===== src/hw/rtl/svmc_pkg.sv =====
package svmc_pkg;

    localparam int ACC_BITS_DEF = 32;
    localparam int QUEUE_DEPTH  = 2;
    localparam int CFG_DATA_W   = 9;
    localparam int CFG_IDX_W    = 2;

    localparam int SAMPLE_MAX   = 32'h7fff;
    localparam int SAMPLE_MIN   = -32'sh8000;
    localparam int RING_LG_MIN  = 1;
    localparam int RING_LG_MAX  = 16;

    localparam logic [CFG_IDX_W-1:0] CFG_MASTER_VOLUME  = 2'd0;
    localparam logic [CFG_IDX_W-1:0] CFG_OUTPUT_8BIT    = 2'd1;
    localparam logic [CFG_IDX_W-1:0] CFG_OUTPUT_STEREO  = 2'd2;
    localparam logic [CFG_IDX_W-1:0] CFG_RING_SIZE_LOG2 = 2'd3;

    localparam logic [8:0] MASTER_VOLUME_RST = 9'd256;
    localparam logic [4:0] RING_LG_RST       = 5'd14;

    typedef enum logic [1:0] {
        OP_START  = 2'd0,
        OP_ADD    = 2'd1,
        OP_FINISH = 2'd2
    } t_op;

    typedef struct packed {
        t_op                op;
        logic signed [31:0] base_left;
        logic signed [31:0] base_right;
        logic signed [15:0] sample;
        logic [7:0]         vol_left;
        logic [7:0]         vol_right;
        logic               is_8bit;
    } t_cmd;

    typedef struct packed {
        logic [8:0] master_volume;
        logic       output_8bit;
        logic       output_stereo;
        logic [4:0] ring_size_log2;
    } t_cfg;

    typedef enum logic [2:0] {
        ST_IDLE,
        ST_MUL,
        ST_SCALE,
        ST_ACC,
        ST_EMIT_L,
        ST_EMIT_R
    } t_state;

    function automatic logic [15:0] ring_mask(input logic [4:0] lg);
        logic [4:0] lg_c;
        lg_c = lg;
        if (lg < 5'(RING_LG_MIN)) begin
            lg_c = 5'(RING_LG_MIN);
        end else if (lg > 5'(RING_LG_MAX)) begin
            lg_c = 5'(RING_LG_MAX);
        end
        return 16'((17'd1 << lg_c) - 17'd1);
    endfunction

endpackage


===== src/hw/rtl/svmc_front.sv =====
module svmc_front (
    input  logic                i_clk,
    input  logic                i_rst_n,
    input  logic                i_in_valid,
    output logic                o_in_ready,
    input  logic [1:0]          i_op,
    input  logic signed [31:0]  i_base_left,
    input  logic signed [31:0]  i_base_right,
    input  logic signed [15:0]  i_sample_value,
    input  logic                i_sample_is_8bit,
    input  logic [7:0]          i_left_volume,
    input  logic [7:0]          i_right_volume,
    output logic                o_cmd_valid,
    input  logic                i_cmd_ready,
    output svmc_pkg::t_cmd      o_cmd
);
    import svmc_pkg::*;

    localparam int PTR_W = $clog2(QUEUE_DEPTH);
    localparam int CNT_W = $clog2(QUEUE_DEPTH + 1);

    t_cmd             r_queue [QUEUE_DEPTH];
    logic [PTR_W-1:0] r_wr_ptr;
    logic [PTR_W-1:0] r_rd_ptr;
    logic [CNT_W-1:0] r_count;
    logic [CNT_W-1:0] n_count;

    t_cmd n_cmd;
    logic known_op;
    logic push;
    logic pop;

    // classify and normalize the incoming transaction
    always_comb begin
        known_op = 1'b1;
        n_cmd.op = OP_START;
        unique case (i_op)
            OP_START:  n_cmd.op = OP_START;
            OP_ADD:    n_cmd.op = OP_ADD;
            OP_FINISH: n_cmd.op = OP_FINISH;
            default:   known_op = 1'b0;
        endcase
        n_cmd.base_left  = i_base_left;
        n_cmd.base_right = i_base_right;
        n_cmd.is_8bit    = i_sample_is_8bit;
        if (i_sample_is_8bit) begin
            n_cmd.sample    = {{8{i_sample_value[7]}}, i_sample_value[7:0]};
            n_cmd.vol_left  = {i_left_volume[7:3], 3'b000};
            n_cmd.vol_right = {i_right_volume[7:3], 3'b000};
        end else begin
            n_cmd.sample    = i_sample_value;
            n_cmd.vol_left  = i_left_volume;
            n_cmd.vol_right = i_right_volume;
        end
    end

    assign o_in_ready  = (r_count != CNT_W'(QUEUE_DEPTH));
    assign push        = i_in_valid && o_in_ready && known_op;
    assign o_cmd_valid = (r_count != '0);
    assign pop         = o_cmd_valid && i_cmd_ready;
    assign o_cmd       = r_queue[r_rd_ptr];

    always_comb begin
        n_count = r_count;
        if (push && !pop) begin
            n_count = r_count + CNT_W'(1);
        end else if (pop && !push) begin
            n_count = r_count - CNT_W'(1);
        end
    end

    always_ff @(posedge i_clk) begin
        if (!i_rst_n) begin
            r_wr_ptr <= '0;
            r_rd_ptr <= '0;
            r_count  <= '0;
        end else begin
            r_count <= n_count;
            if (push) begin
                r_wr_ptr <= r_wr_ptr + PTR_W'(1);
            end
            if (pop) begin
                r_rd_ptr <= r_rd_ptr + PTR_W'(1);
            end
        end
    end

    always_ff @(posedge i_clk) begin
        if (push) begin
            r_queue[r_wr_ptr] <= n_cmd;
        end
    end

    a_count_bound: assert property (@(posedge i_clk) disable iff (!i_rst_n)
        r_count <= CNT_W'(QUEUE_DEPTH))
        else $error("queue count beyond depth");

    a_push_grows: assert property (@(posedge i_clk) disable iff (!i_rst_n)
        (push && !pop) |=> (r_count == $past(r_count) + CNT_W'(1)))
        else $error("queue count did not follow push");

endmodule


===== src/hw/rtl/svmc_back.sv =====
module svmc_back #(
    parameter int ACC_BITS = svmc_pkg::ACC_BITS_DEF
) (
    input  logic                i_clk,
    input  logic                i_rst_n,
    input  svmc_pkg::t_cfg      i_cfg,
    input  logic                i_cmd_valid,
    output logic                o_cmd_ready,
    input  svmc_pkg::t_cmd      i_cmd,
    output logic                o_out_valid,
    input  logic                i_out_ready,
    output logic signed [15:0]  o_out_sample,
    output logic [15:0]         o_out_index,
    output logic                o_last
);
    import svmc_pkg::*;

    localparam int PROD_W = 25;
    localparam int MIX_W  = 34;
    localparam int CW     = (ACC_BITS > MIX_W) ? ACC_BITS : MIX_W;
    localparam int BW     = (ACC_BITS > 32) ? ACC_BITS : 32;
    localparam logic signed [ACC_BITS-1:0] SAT_HI = ACC_BITS'(SAMPLE_MAX);
    localparam logic signed [ACC_BITS-1:0] SAT_LO = ACC_BITS'(SAMPLE_MIN);

    t_state r_state;
    t_state n_state;
    t_cmd   r_cmd;

    logic signed [PROD_W-1:0]   r_prod_l;
    logic signed [PROD_W-1:0]   r_prod_r;
    logic signed [MIX_W-1:0]    r_mix_l;
    logic signed [MIX_W-1:0]    r_mix_r;
    logic signed [ACC_BITS-1:0] r_acc_l;
    logic signed [ACC_BITS-1:0] r_acc_r;
    logic [15:0]                r_wr_idx;

    logic                r_out_valid;
    logic signed [15:0]  r_out_sample;
    logic [15:0]         r_out_index;
    logic                r_last;

    logic slot_free;
    logic mul_en;
    logic scale_en;
    logic acc_en;
    logic emit_l;
    logic emit_r;
    logic out_load;
    logic [15:0] mask;
    logic signed [MIX_W-1:0] contrib_l;
    logic signed [MIX_W-1:0] contrib_r;
    logic signed [15:0] fin_sample;

    function automatic logic signed [15:0] finish_sample(
        input logic signed [ACC_BITS-1:0] acc,
        input logic                       out8
    );
        logic signed [ACC_BITS-1:0] sh;
        logic signed [15:0]         v;
        sh = acc >>> 8;
        if (sh > SAT_HI) begin
            v = 16'(SAMPLE_MAX);
        end else if (sh < SAT_LO) begin
            v = 16'(SAMPLE_MIN);
        end else begin
            v = sh[15:0];
        end
        if (out8) begin
            v = {8'd0, v[15:8] ^ 8'h80};
        end
        return v;
    endfunction

    assign slot_free = !r_out_valid || i_out_ready;
    assign mask      = ring_mask(i_cfg.ring_size_log2);
    assign out_load  = (emit_l || emit_r) && slot_free;

    always_comb begin
        n_state = r_state;
        unique case (r_state)
            ST_IDLE: begin
                if (i_cmd_valid) begin
                    unique case (i_cmd.op)
                        OP_START:  n_state = ST_IDLE;
                        OP_ADD:    n_state = ST_MUL;
                        OP_FINISH: n_state = ST_EMIT_L;
                    endcase
                end
            end
            ST_MUL:   n_state = ST_SCALE;
            ST_SCALE: n_state = ST_ACC;
            ST_ACC:   n_state = ST_IDLE;
            ST_EMIT_L: begin
                if (slot_free) begin
                    n_state = i_cfg.output_stereo ? ST_EMIT_R : ST_IDLE;
                end
            end
            ST_EMIT_R: begin
                if (slot_free) begin
                    n_state = ST_IDLE;
                end
            end
        endcase
    end

    always_comb begin
        o_cmd_ready = 1'b0;
        mul_en      = 1'b0;
        scale_en    = 1'b0;
        acc_en      = 1'b0;
        emit_l      = 1'b0;
        emit_r      = 1'b0;
        unique case (r_state)
            ST_IDLE:   o_cmd_ready = 1'b1;
            ST_MUL:    mul_en      = 1'b1;
            ST_SCALE:  scale_en    = 1'b1;
            ST_ACC:    acc_en      = 1'b1;
            ST_EMIT_L: emit_l      = 1'b1;
            ST_EMIT_R: emit_r      = 1'b1;
        endcase
    end

    // 8-bit voices add the full product, 16-bit voices drop 8 fraction bits
    assign contrib_l = r_cmd.is_8bit ? r_mix_l : (r_mix_l >>> 8);
    assign contrib_r = r_cmd.is_8bit ? r_mix_r : (r_mix_r >>> 8);

    assign fin_sample = finish_sample(emit_r ? r_acc_r : r_acc_l, i_cfg.output_8bit);

    always_ff @(posedge i_clk) begin
        if (!i_rst_n) begin
            r_state     <= ST_IDLE;
            r_acc_l     <= '0;
            r_acc_r     <= '0;
            r_wr_idx    <= '0;
            r_out_valid <= 1'b0;
        end else begin
            r_state <= n_state;
            if (o_cmd_ready && i_cmd_valid && (i_cmd.op == OP_START)) begin
                r_acc_l <= ACC_BITS'(BW'(i_cmd.base_left));
                r_acc_r <= ACC_BITS'(BW'(i_cmd.base_right));
            end else if (acc_en) begin
                r_acc_l <= r_acc_l + ACC_BITS'(CW'(contrib_l));
                r_acc_r <= r_acc_r + ACC_BITS'(CW'(contrib_r));
            end
            if (out_load) begin
                r_wr_idx    <= (r_wr_idx + 16'd1) & mask;
                r_out_valid <= 1'b1;
            end else if (i_out_ready) begin
                r_out_valid <= 1'b0;
            end
        end
    end

    always_ff @(posedge i_clk) begin
        if (o_cmd_ready && i_cmd_valid) begin
            r_cmd <= i_cmd;
        end
        if (mul_en) begin
            r_prod_l <= PROD_W'(r_cmd.sample) * $signed(PROD_W'({1'b0, r_cmd.vol_left}));
            r_prod_r <= PROD_W'(r_cmd.sample) * $signed(PROD_W'({1'b0, r_cmd.vol_right}));
        end
        if (scale_en) begin
            r_mix_l <= MIX_W'(r_prod_l) * $signed(MIX_W'({1'b0, i_cfg.master_volume}));
            r_mix_r <= MIX_W'(r_prod_r) * $signed(MIX_W'({1'b0, i_cfg.master_volume}));
        end
        if (out_load) begin
            r_out_sample <= fin_sample;
            r_out_index  <= r_wr_idx & mask;
            r_last       <= emit_r || !i_cfg.output_stereo;
        end
    end

    assign o_out_valid  = r_out_valid;
    assign o_out_sample = r_out_sample;
    assign o_out_index  = r_out_index;
    assign o_last       = r_last;

    a_index_in_ring: assert property (@(posedge i_clk) disable iff (!i_rst_n)
        r_out_valid |-> ((r_out_index & ~mask) == 16'd0))
        else $error("ring index outside ring");

    a_right_only_stereo: assert property (@(posedge i_clk) disable iff (!i_rst_n)
        (r_state == ST_EMIT_R) |-> i_cfg.output_stereo)
        else $error("right sample in mono mode");

    a_left_then_right: assert property (@(posedge i_clk) disable iff (!i_rst_n)
        (emit_l && slot_free && i_cfg.output_stereo) |=> (r_state == ST_EMIT_R && !r_last))
        else $error("left sample not followed by right");

endmodule


===== src/hw/rtl/stereo_voice_mixer_clip_unit.sv =====
// on a finish the back end enters left emit, then registers the first output sample
// start loads the sums, add runs mul/scale/acc, finish emits left then right in stereo
// voice add rate is set by the back sequencer: two registered multiplies, then accumulate
// a 2-entry command queue lets the front accept while the back works or output stalls
// reset (synchronous, active low) clears accumulators, ring index, queue, output valid
// and loads config defaults: master 256, 16-bit output, stereo, ring size log2 14
module stereo_voice_mixer_clip_unit #(
    parameter int ACC_BITS = svmc_pkg::ACC_BITS_DEF
) (
    input  logic                           i_clk,
    input  logic                           i_rst_n,
    input  logic                           i_cfg_we,
    input  logic [svmc_pkg::CFG_IDX_W-1:0] i_cfg_index,
    input  logic [svmc_pkg::CFG_DATA_W-1:0] i_cfg_data,
    input  logic                           i_in_valid,
    output logic                           o_in_ready,
    input  logic [1:0]                     i_op,
    input  logic signed [31:0]             i_base_left,
    input  logic signed [31:0]             i_base_right,
    input  logic signed [15:0]             i_sample_value,
    input  logic                           i_sample_is_8bit,
    input  logic [7:0]                     i_left_volume,
    input  logic [7:0]                     i_right_volume,
    output logic                           o_out_valid,
    input  logic                           i_out_ready,
    output logic signed [15:0]             o_out_sample,
    output logic [15:0]                    o_out_index,
    output logic                           o_last
);
    import svmc_pkg::*;

    t_cfg r_cfg;
    t_cmd cmd;
    logic cmd_valid;
    logic cmd_ready;

    always_ff @(posedge i_clk) begin
        if (!i_rst_n) begin
            r_cfg.master_volume  <= MASTER_VOLUME_RST;
            r_cfg.output_8bit    <= 1'b0;
            r_cfg.output_stereo  <= 1'b1;
            r_cfg.ring_size_log2 <= RING_LG_RST;
        end else if (i_cfg_we) begin
            unique case (i_cfg_index)
                CFG_MASTER_VOLUME:  r_cfg.master_volume  <= i_cfg_data;
                CFG_OUTPUT_8BIT:    r_cfg.output_8bit    <= i_cfg_data[0];
                CFG_OUTPUT_STEREO:  r_cfg.output_stereo  <= i_cfg_data[0];
                CFG_RING_SIZE_LOG2: r_cfg.ring_size_log2 <= i_cfg_data[4:0];
            endcase
        end
    end

    svmc_front u_front (
        .i_clk            (i_clk),
        .i_rst_n          (i_rst_n),
        .i_in_valid       (i_in_valid),
        .o_in_ready       (o_in_ready),
        .i_op             (i_op),
        .i_base_left      (i_base_left),
        .i_base_right     (i_base_right),
        .i_sample_value   (i_sample_value),
        .i_sample_is_8bit (i_sample_is_8bit),
        .i_left_volume    (i_left_volume),
        .i_right_volume   (i_right_volume),
        .o_cmd_valid      (cmd_valid),
        .i_cmd_ready      (cmd_ready),
        .o_cmd            (cmd)
    );

    svmc_back #(
        .ACC_BITS (ACC_BITS)
    ) u_back (
        .i_clk        (i_clk),
        .i_rst_n      (i_rst_n),
        .i_cfg        (r_cfg),
        .i_cmd_valid  (cmd_valid),
        .o_cmd_ready  (cmd_ready),
        .i_cmd        (cmd),
        .o_out_valid  (o_out_valid),
        .i_out_ready  (i_out_ready),
        .o_out_sample (o_out_sample),
        .o_out_index  (o_out_index),
        .o_last       (o_last)
    );

endmodule

===== config.mk =====
export PLATFORM = sky130hd
export DESIGN_NAME = stereo_voice_mixer_clip_unit
export DESIGN_NICKNAME = d
export VERILOG_FILES = /design/src/hw/rtl/svmc_pkg.sv /design/src/hw/rtl/svmc_front.sv /design/src/hw/rtl/svmc_back.sv /design/src/hw/rtl/stereo_voice_mixer_clip_unit.sv
export SDC_FILE = /design/constraint.sdc
export NUM_CORES = 2
export LEC_CHECK = 0
export BUFFER_PORTS_ARGS = -buffer_cell sky130_fd_sc_hd__buf_2
export CORE_UTILIZATION = 40
export DETAILED_ROUTE_END_ITERATION = 16
export RECOVER_POWER = 25
export SLEW_MARGIN = 25
export SYNTH_ARGS = -nofsm -noshare
export SYNTH_HDL_FRONTEND = slang
export SYNTH_HIERARCHICAL = 1
export SYNTH_SLANG_ARGS = --single-unit

===== constraint.sdc =====
create_clock -name i_clk -period 9.2 [get_ports i_clk]
set_input_delay 1.84 -clock i_clk [delete_from_list [all_inputs] [get_ports i_clk]]
set_output_delay 1.84 -clock i_clk [all_outputs]
set_load 0.03 [all_outputs]

# Yosys cells after proc, flatten, opt, wreduce, memory -nomap -nowiden
# Memory sizes are Yosys's and may differ from the RTL's. A register that Yosys moved wholly into a read port is not among the register bits.
# Index checks and enable logic that the tools add are counted.
# Widths: inputs -> output; s select.
# totals
mem_count	1
ram_bits	198
elab_cells	124
regBits	288
out_inout_bits	35
inputBits	115
# memory_table
name	depth	word_bits	rd	rd_clocked_by_memory_dff	write_ports	line_no	rtl
u_front.r_queue	2	99	1	1	1	svmc_front.sv:22	t_cmd r_queue [QUEUE_DEPTH];
# classes
bitwise	3
muxes	35
reduce_logical	28
magnitude_cmp	4
n_shift	1
eq_ne	16
multipliers	4
n_addsub	8
# op_table
cell	count
$mux 32	8
$mul 25x10->34	2
$add 32x32->32	2
$mul 16x9->25	2
$and 16x16->16	2
$mux 16	2
$gt 24x16->1 const B	1
$lt 24x16->1 const B	1
$pmux 3 s6	1
$add 16x1->16 const B	1
$shl 1x5->16 const A	1
$sub 16x1->16 const B	1
$mux 1	13
$mux 3	4
$mux 5	2
$pmux 3 s3	1
$eq 2x2->1 const B	4
$mux 8	1
$reduce_and 2->1	4
$reduce_bool 2->1	4
$logic_and 1x1->1	7
$eq 2x1->1 const B	3
$eq 3x2->1 const B	2
$eq 3x3->1 const B	2
17 further kinds	28

# Longest topological paths before layout
# logic_depth
word_depth	8
mapped_depth	24
mapped_depth_nobuf	22

# Cells and area by module
# Netlist, hierarchy kept.
# modules_own_cells
mod	cells_per_inst	area_each_um2	seq_area_each_um2	instances
svmc_back	4072	38262.9	7206.9	1
svmc_front	359	7536.0	6045.8	1
stereo_voice_mixer_clip_unit	72	709.4	320.3	1

# Worst setup path after synthesis
# Ideal clock, no wire load.
# synth_timing
path_type	input to register
startpoint	input i_op[0]
endpoint	memory u_front/r_queue[0][0] in the netlist's numbering, enable pin
path_stages	3
required_ps	8631
setup_ps	569
path_slack_ps	2149
t_arrival_ps	6482
n_path_buf	0
cell_sequence	nand2_1 -> and3_1 -> nor2b_1
# synth_via
elab_chain_cells	6
elab_cells_between_ends	8
classes_between	2 x eq/ne; 3 x mux; 3 x reduce/logical
# synth_rtl
item	line_no	rtl
start, declared	stereo_voice_mixer_clip_unit.sv:17	input logic [1:0] i_op,
$eq 2x1->1 (tied with other cells)	svmc_front.sv:37	unique case (i_op)
$reduce_or 3->1 (no line) (*)	-	
$mux 1 (*)	svmc_front.sv:37	
$logic_and 1x1->1 (*)	svmc_front.sv:58	assign push = i_in_valid && o_in_ready && known_op;
net u_front.push	svmc_front.sv:30	logic push;
$mux 1 (*)	svmc_front.sv:89	if (push) begin
$mux 1 (not written as such) (*)	svmc_front.sv:90	r_queue[r_wr_ptr] <= n_cmd;
end, declared	svmc_front.sv:22	
# Mark *: on every way through the listed nets, which the timed path passes. The rest lies on a longest branch.

# Worst setup path after layout
# layout_timing
startpoint	register r_cfg[9] in the netlist's numbering
endpoint	register u_back.r_mix_l[32] (data pin)
# layout_via
elab_chain_cells	1
# layout_rtl
item	line_no	rtl
start, declared	stereo_voice_mixer_clip_unit.sv:32	t_cfg r_cfg;
$mul 25x10->34	svmc_back.sv:163	r_mix_l <= MIX_W'(r_prod_l) * $signed(MIX_W'({1'b0, i_cfg.master_volume}));
end signal, assigned	svmc_back.sv:163	
end, declared	svmc_back.sv:31	logic signed [MIX_W-1:0] r_mix_l;
# No other way between the ends.
# A chain may end at the register's enable or synchronous reset.

==> flow_summary.ini <==
[floorplan]
die_y_um = 343
die-area_mm2 = 0.118
die_w_um = 343
io_pins = 150
fp-row-count = 124
core_area_mm2 = 0.115
start_util_pct = 40.5

[cells_and_area]
layout-drive-gt1-share_pct = 9.04
final_area_mm2 = 0.0504
area_growth_pct = 8.27
n_antenna_cell = 0
layout_common_cells = inv_1, fa_1, nand2_1, and2_1, edfxtp_1
final_nets = 5537
finish.utilization_pct = 43.9
final_common_cell = inv_1

[placement]
port_buffers = 149
gp_congestion = 0.915
hpwl_um = 81000
dp_slack_ps = 2900
placed_cell_area_mm2 = 0.0486

[synthesis]
synth.distinct_cells = 94
yosys-top-cells-area = edfxtp_1, fa_1, ha_1, inv_1, and2_1
yosys_warnings = 6
synth_edf_count = 382
synthesis.nets = 5497
seq_area_frac_synth_pct = 29.2
synth_area_mm2 = 0.0465
yosys.area.top_type = edfxtp_1
async_reset_ff_share_pct = 0
netlist.area_leader.share_pct = 24.7
syn_avg_cell_area_um2 = 10.3
ys_seq_elements = 487
synth_flop_cell = edfxtp_1
syn-instance-count = 4503

[sta]
slew_violations = 125
skew_ps = 32.8
clock.fmax_ghz = 0.157
slew-limit-headroom_pct = -90.0
worst_slew_pin_slew_ps = 2850
fin_crit_sh_pct = 69.4
period_minus_slack_ps = 6380
hold_violations = 0
rsz0062_at_grt = false
setup_ws_ps = 2820
fin_tns_setup_ps = 0
setup_viol = 0

[critical_path]
path_class = reg -> reg
start_kind = flip-flop
critPathCaptureType = flip-flop
arrival_ps = 6770
required_ps = 9590
cp_max_fo = 30

[detailed_routing]
drt-initial-drc-count = 1919
vias_per_cell = 5.08
drc = 0
ant_nets = 0
wl_um = 107000
wl_per_cell_um = 17.5
vias = 31000
dr.pass1.iters = 6

[clock_network]
post-cts-setup-buffer-count = 0
clock-sinks = 487
path_clk_slew_ps = 60
clockRootBuffer = clkbuf_16
tritoncts = yes
post_cts_resized = 0
cts_buffer_depth = 3
numCtsBuffers = 56
insertion_delay_ps = 670
htree_num_levels = 2
cts_hold_repair.buffers = 0

[min_path]
holdCritPathClass = reg -> reg

[global_routing]
grt_pass1_wl_um = 174000
antenna_found_initial = 2
first_global_vias = 32000
grt_max_degree = 69
groute.usage.overall_pct = 18.5
gr-total-overflow = 0

[status]
violations = capacitance limit, slew limit
status = finished, violations left

[run]
maxCapViolations = 3
Yosys cell counts, types with 22 or more instances:
cell and instances:
ha_1 309, a21o_1 79, mux2_2 139, nor2_1 91
mux2i_1 38, clkbuf_1 157, and3_1 25, nand2_1 514
nand2b_1 22, o21a_1 24, nand3_1 40, nor2b_1 51
and2_1 389, dfxtp_1 105, o21bai_1 27, xnor2_1 126
xor2_1 59, o21ai_0 100, nand4_1 24, nor3_1 28
edfxtp_1 382, a21oi_1 169, o221ai_1 28, inv_1 737
fa_1 570
worst max-delay path, stage by stage (launching register included):
cell and delay, ps:
dfxtp_2 800, buf_4 410, nand2_1 130, fa_1 520
inv_1 50, fa_1 470, fa_1 500, fa_1 480
inv_1 50, fa_1 470, inv_1 40, ha_1 330
a21o_1 170, a21o_1 190, a221o_1 360, a21oi_1 230
o22ai_1 120, a41oi_2 200, a211o_1 220, o21ai_1 90
a21oi_1 180, xnor2_1 80
cell families (layout without fill, tap and decap cells):
logic type | after synthesis | in the layout | share of synthesized area [%]
and+or+nand+nor | 1240 | 1240 | 13.4
buffers and inverters | 931 | 1018 | 7.68
adders and majority gates | 879 | 879 | 32.8
AOI/OAI and AO/OA | 592 | 592 | 8.84
DFF | 487 | 487 | 29.2
muxes | 188 | 188 | 4.53
xor gates and xnor gates | 185 | 185 | 3.48
other | 1 | 1 | 0.00806
registers in the layout, indices dropped and copies added, names as in the netlist, 16 cells and up, named ones only:
name and count:
u_back/r_mix_l 34, u_front/r_queue 198, u_back/r_prod_r 25, r_cfg 16
u_back/r_acc_r 32, u_back/r_acc_l 32, u_back/r_mix_r 34, u_back/r_prod_l 25
u_back/o_out_index 16, u_back/r_wr_idx 16, u_back/o_out_sample 16, u_back/r_cmd 33
layout make-up:
class / instances / area [µm²]
Fill cell: 11000 / 64500
Multi-Input combinational cell: 3085 / 29400
Sequential cell: 487 / 13600
Inverter: 737 / 2770
Tap cell: 1512 / 1890
Clock buffer: 72 / 1490
Timing Repair Buffer: 176 / 868
Clock inverter: 33 / 364
layer usage:
metal	vias up	wire length, µm	track usage (%)
met5	-	0	0
met4	0	2540	4.80
met3	124	4510	2.17
met2	610	48700	30.0
met1	15500	51000	26.1
li1	14700	-	-
worst paths after layout:
kind | from | end | slack (ps) | depth (start not counted)
worst min register to register | u_back/r_acc_r[0] | u_back/r_acc_r[0] | 470 | 2
worst min-delay path | u_back/r_acc_r[0] | u_back/r_acc_r[0] | 470 | 2
worst max register to register | r_cfg[9] | u_back/r_mix_l[32] | 2820 | 21
worst max-delay path | r_cfg[9] | u_back/r_mix_l[32] | 2820 | 21
stage by stage:
stage | instances | hold slack (ps)
finish | 6102 | 472
global route | 6102 | 505
floorplan | 4503 | 434
detailed placement | 5997 | 469
CTS | 6102 | 476
global placement | 5997 | 459
Power is left out: the tool's default activity adds up to more than one toggle a clock period on the data nets, which glitch-free logic cannot reach.
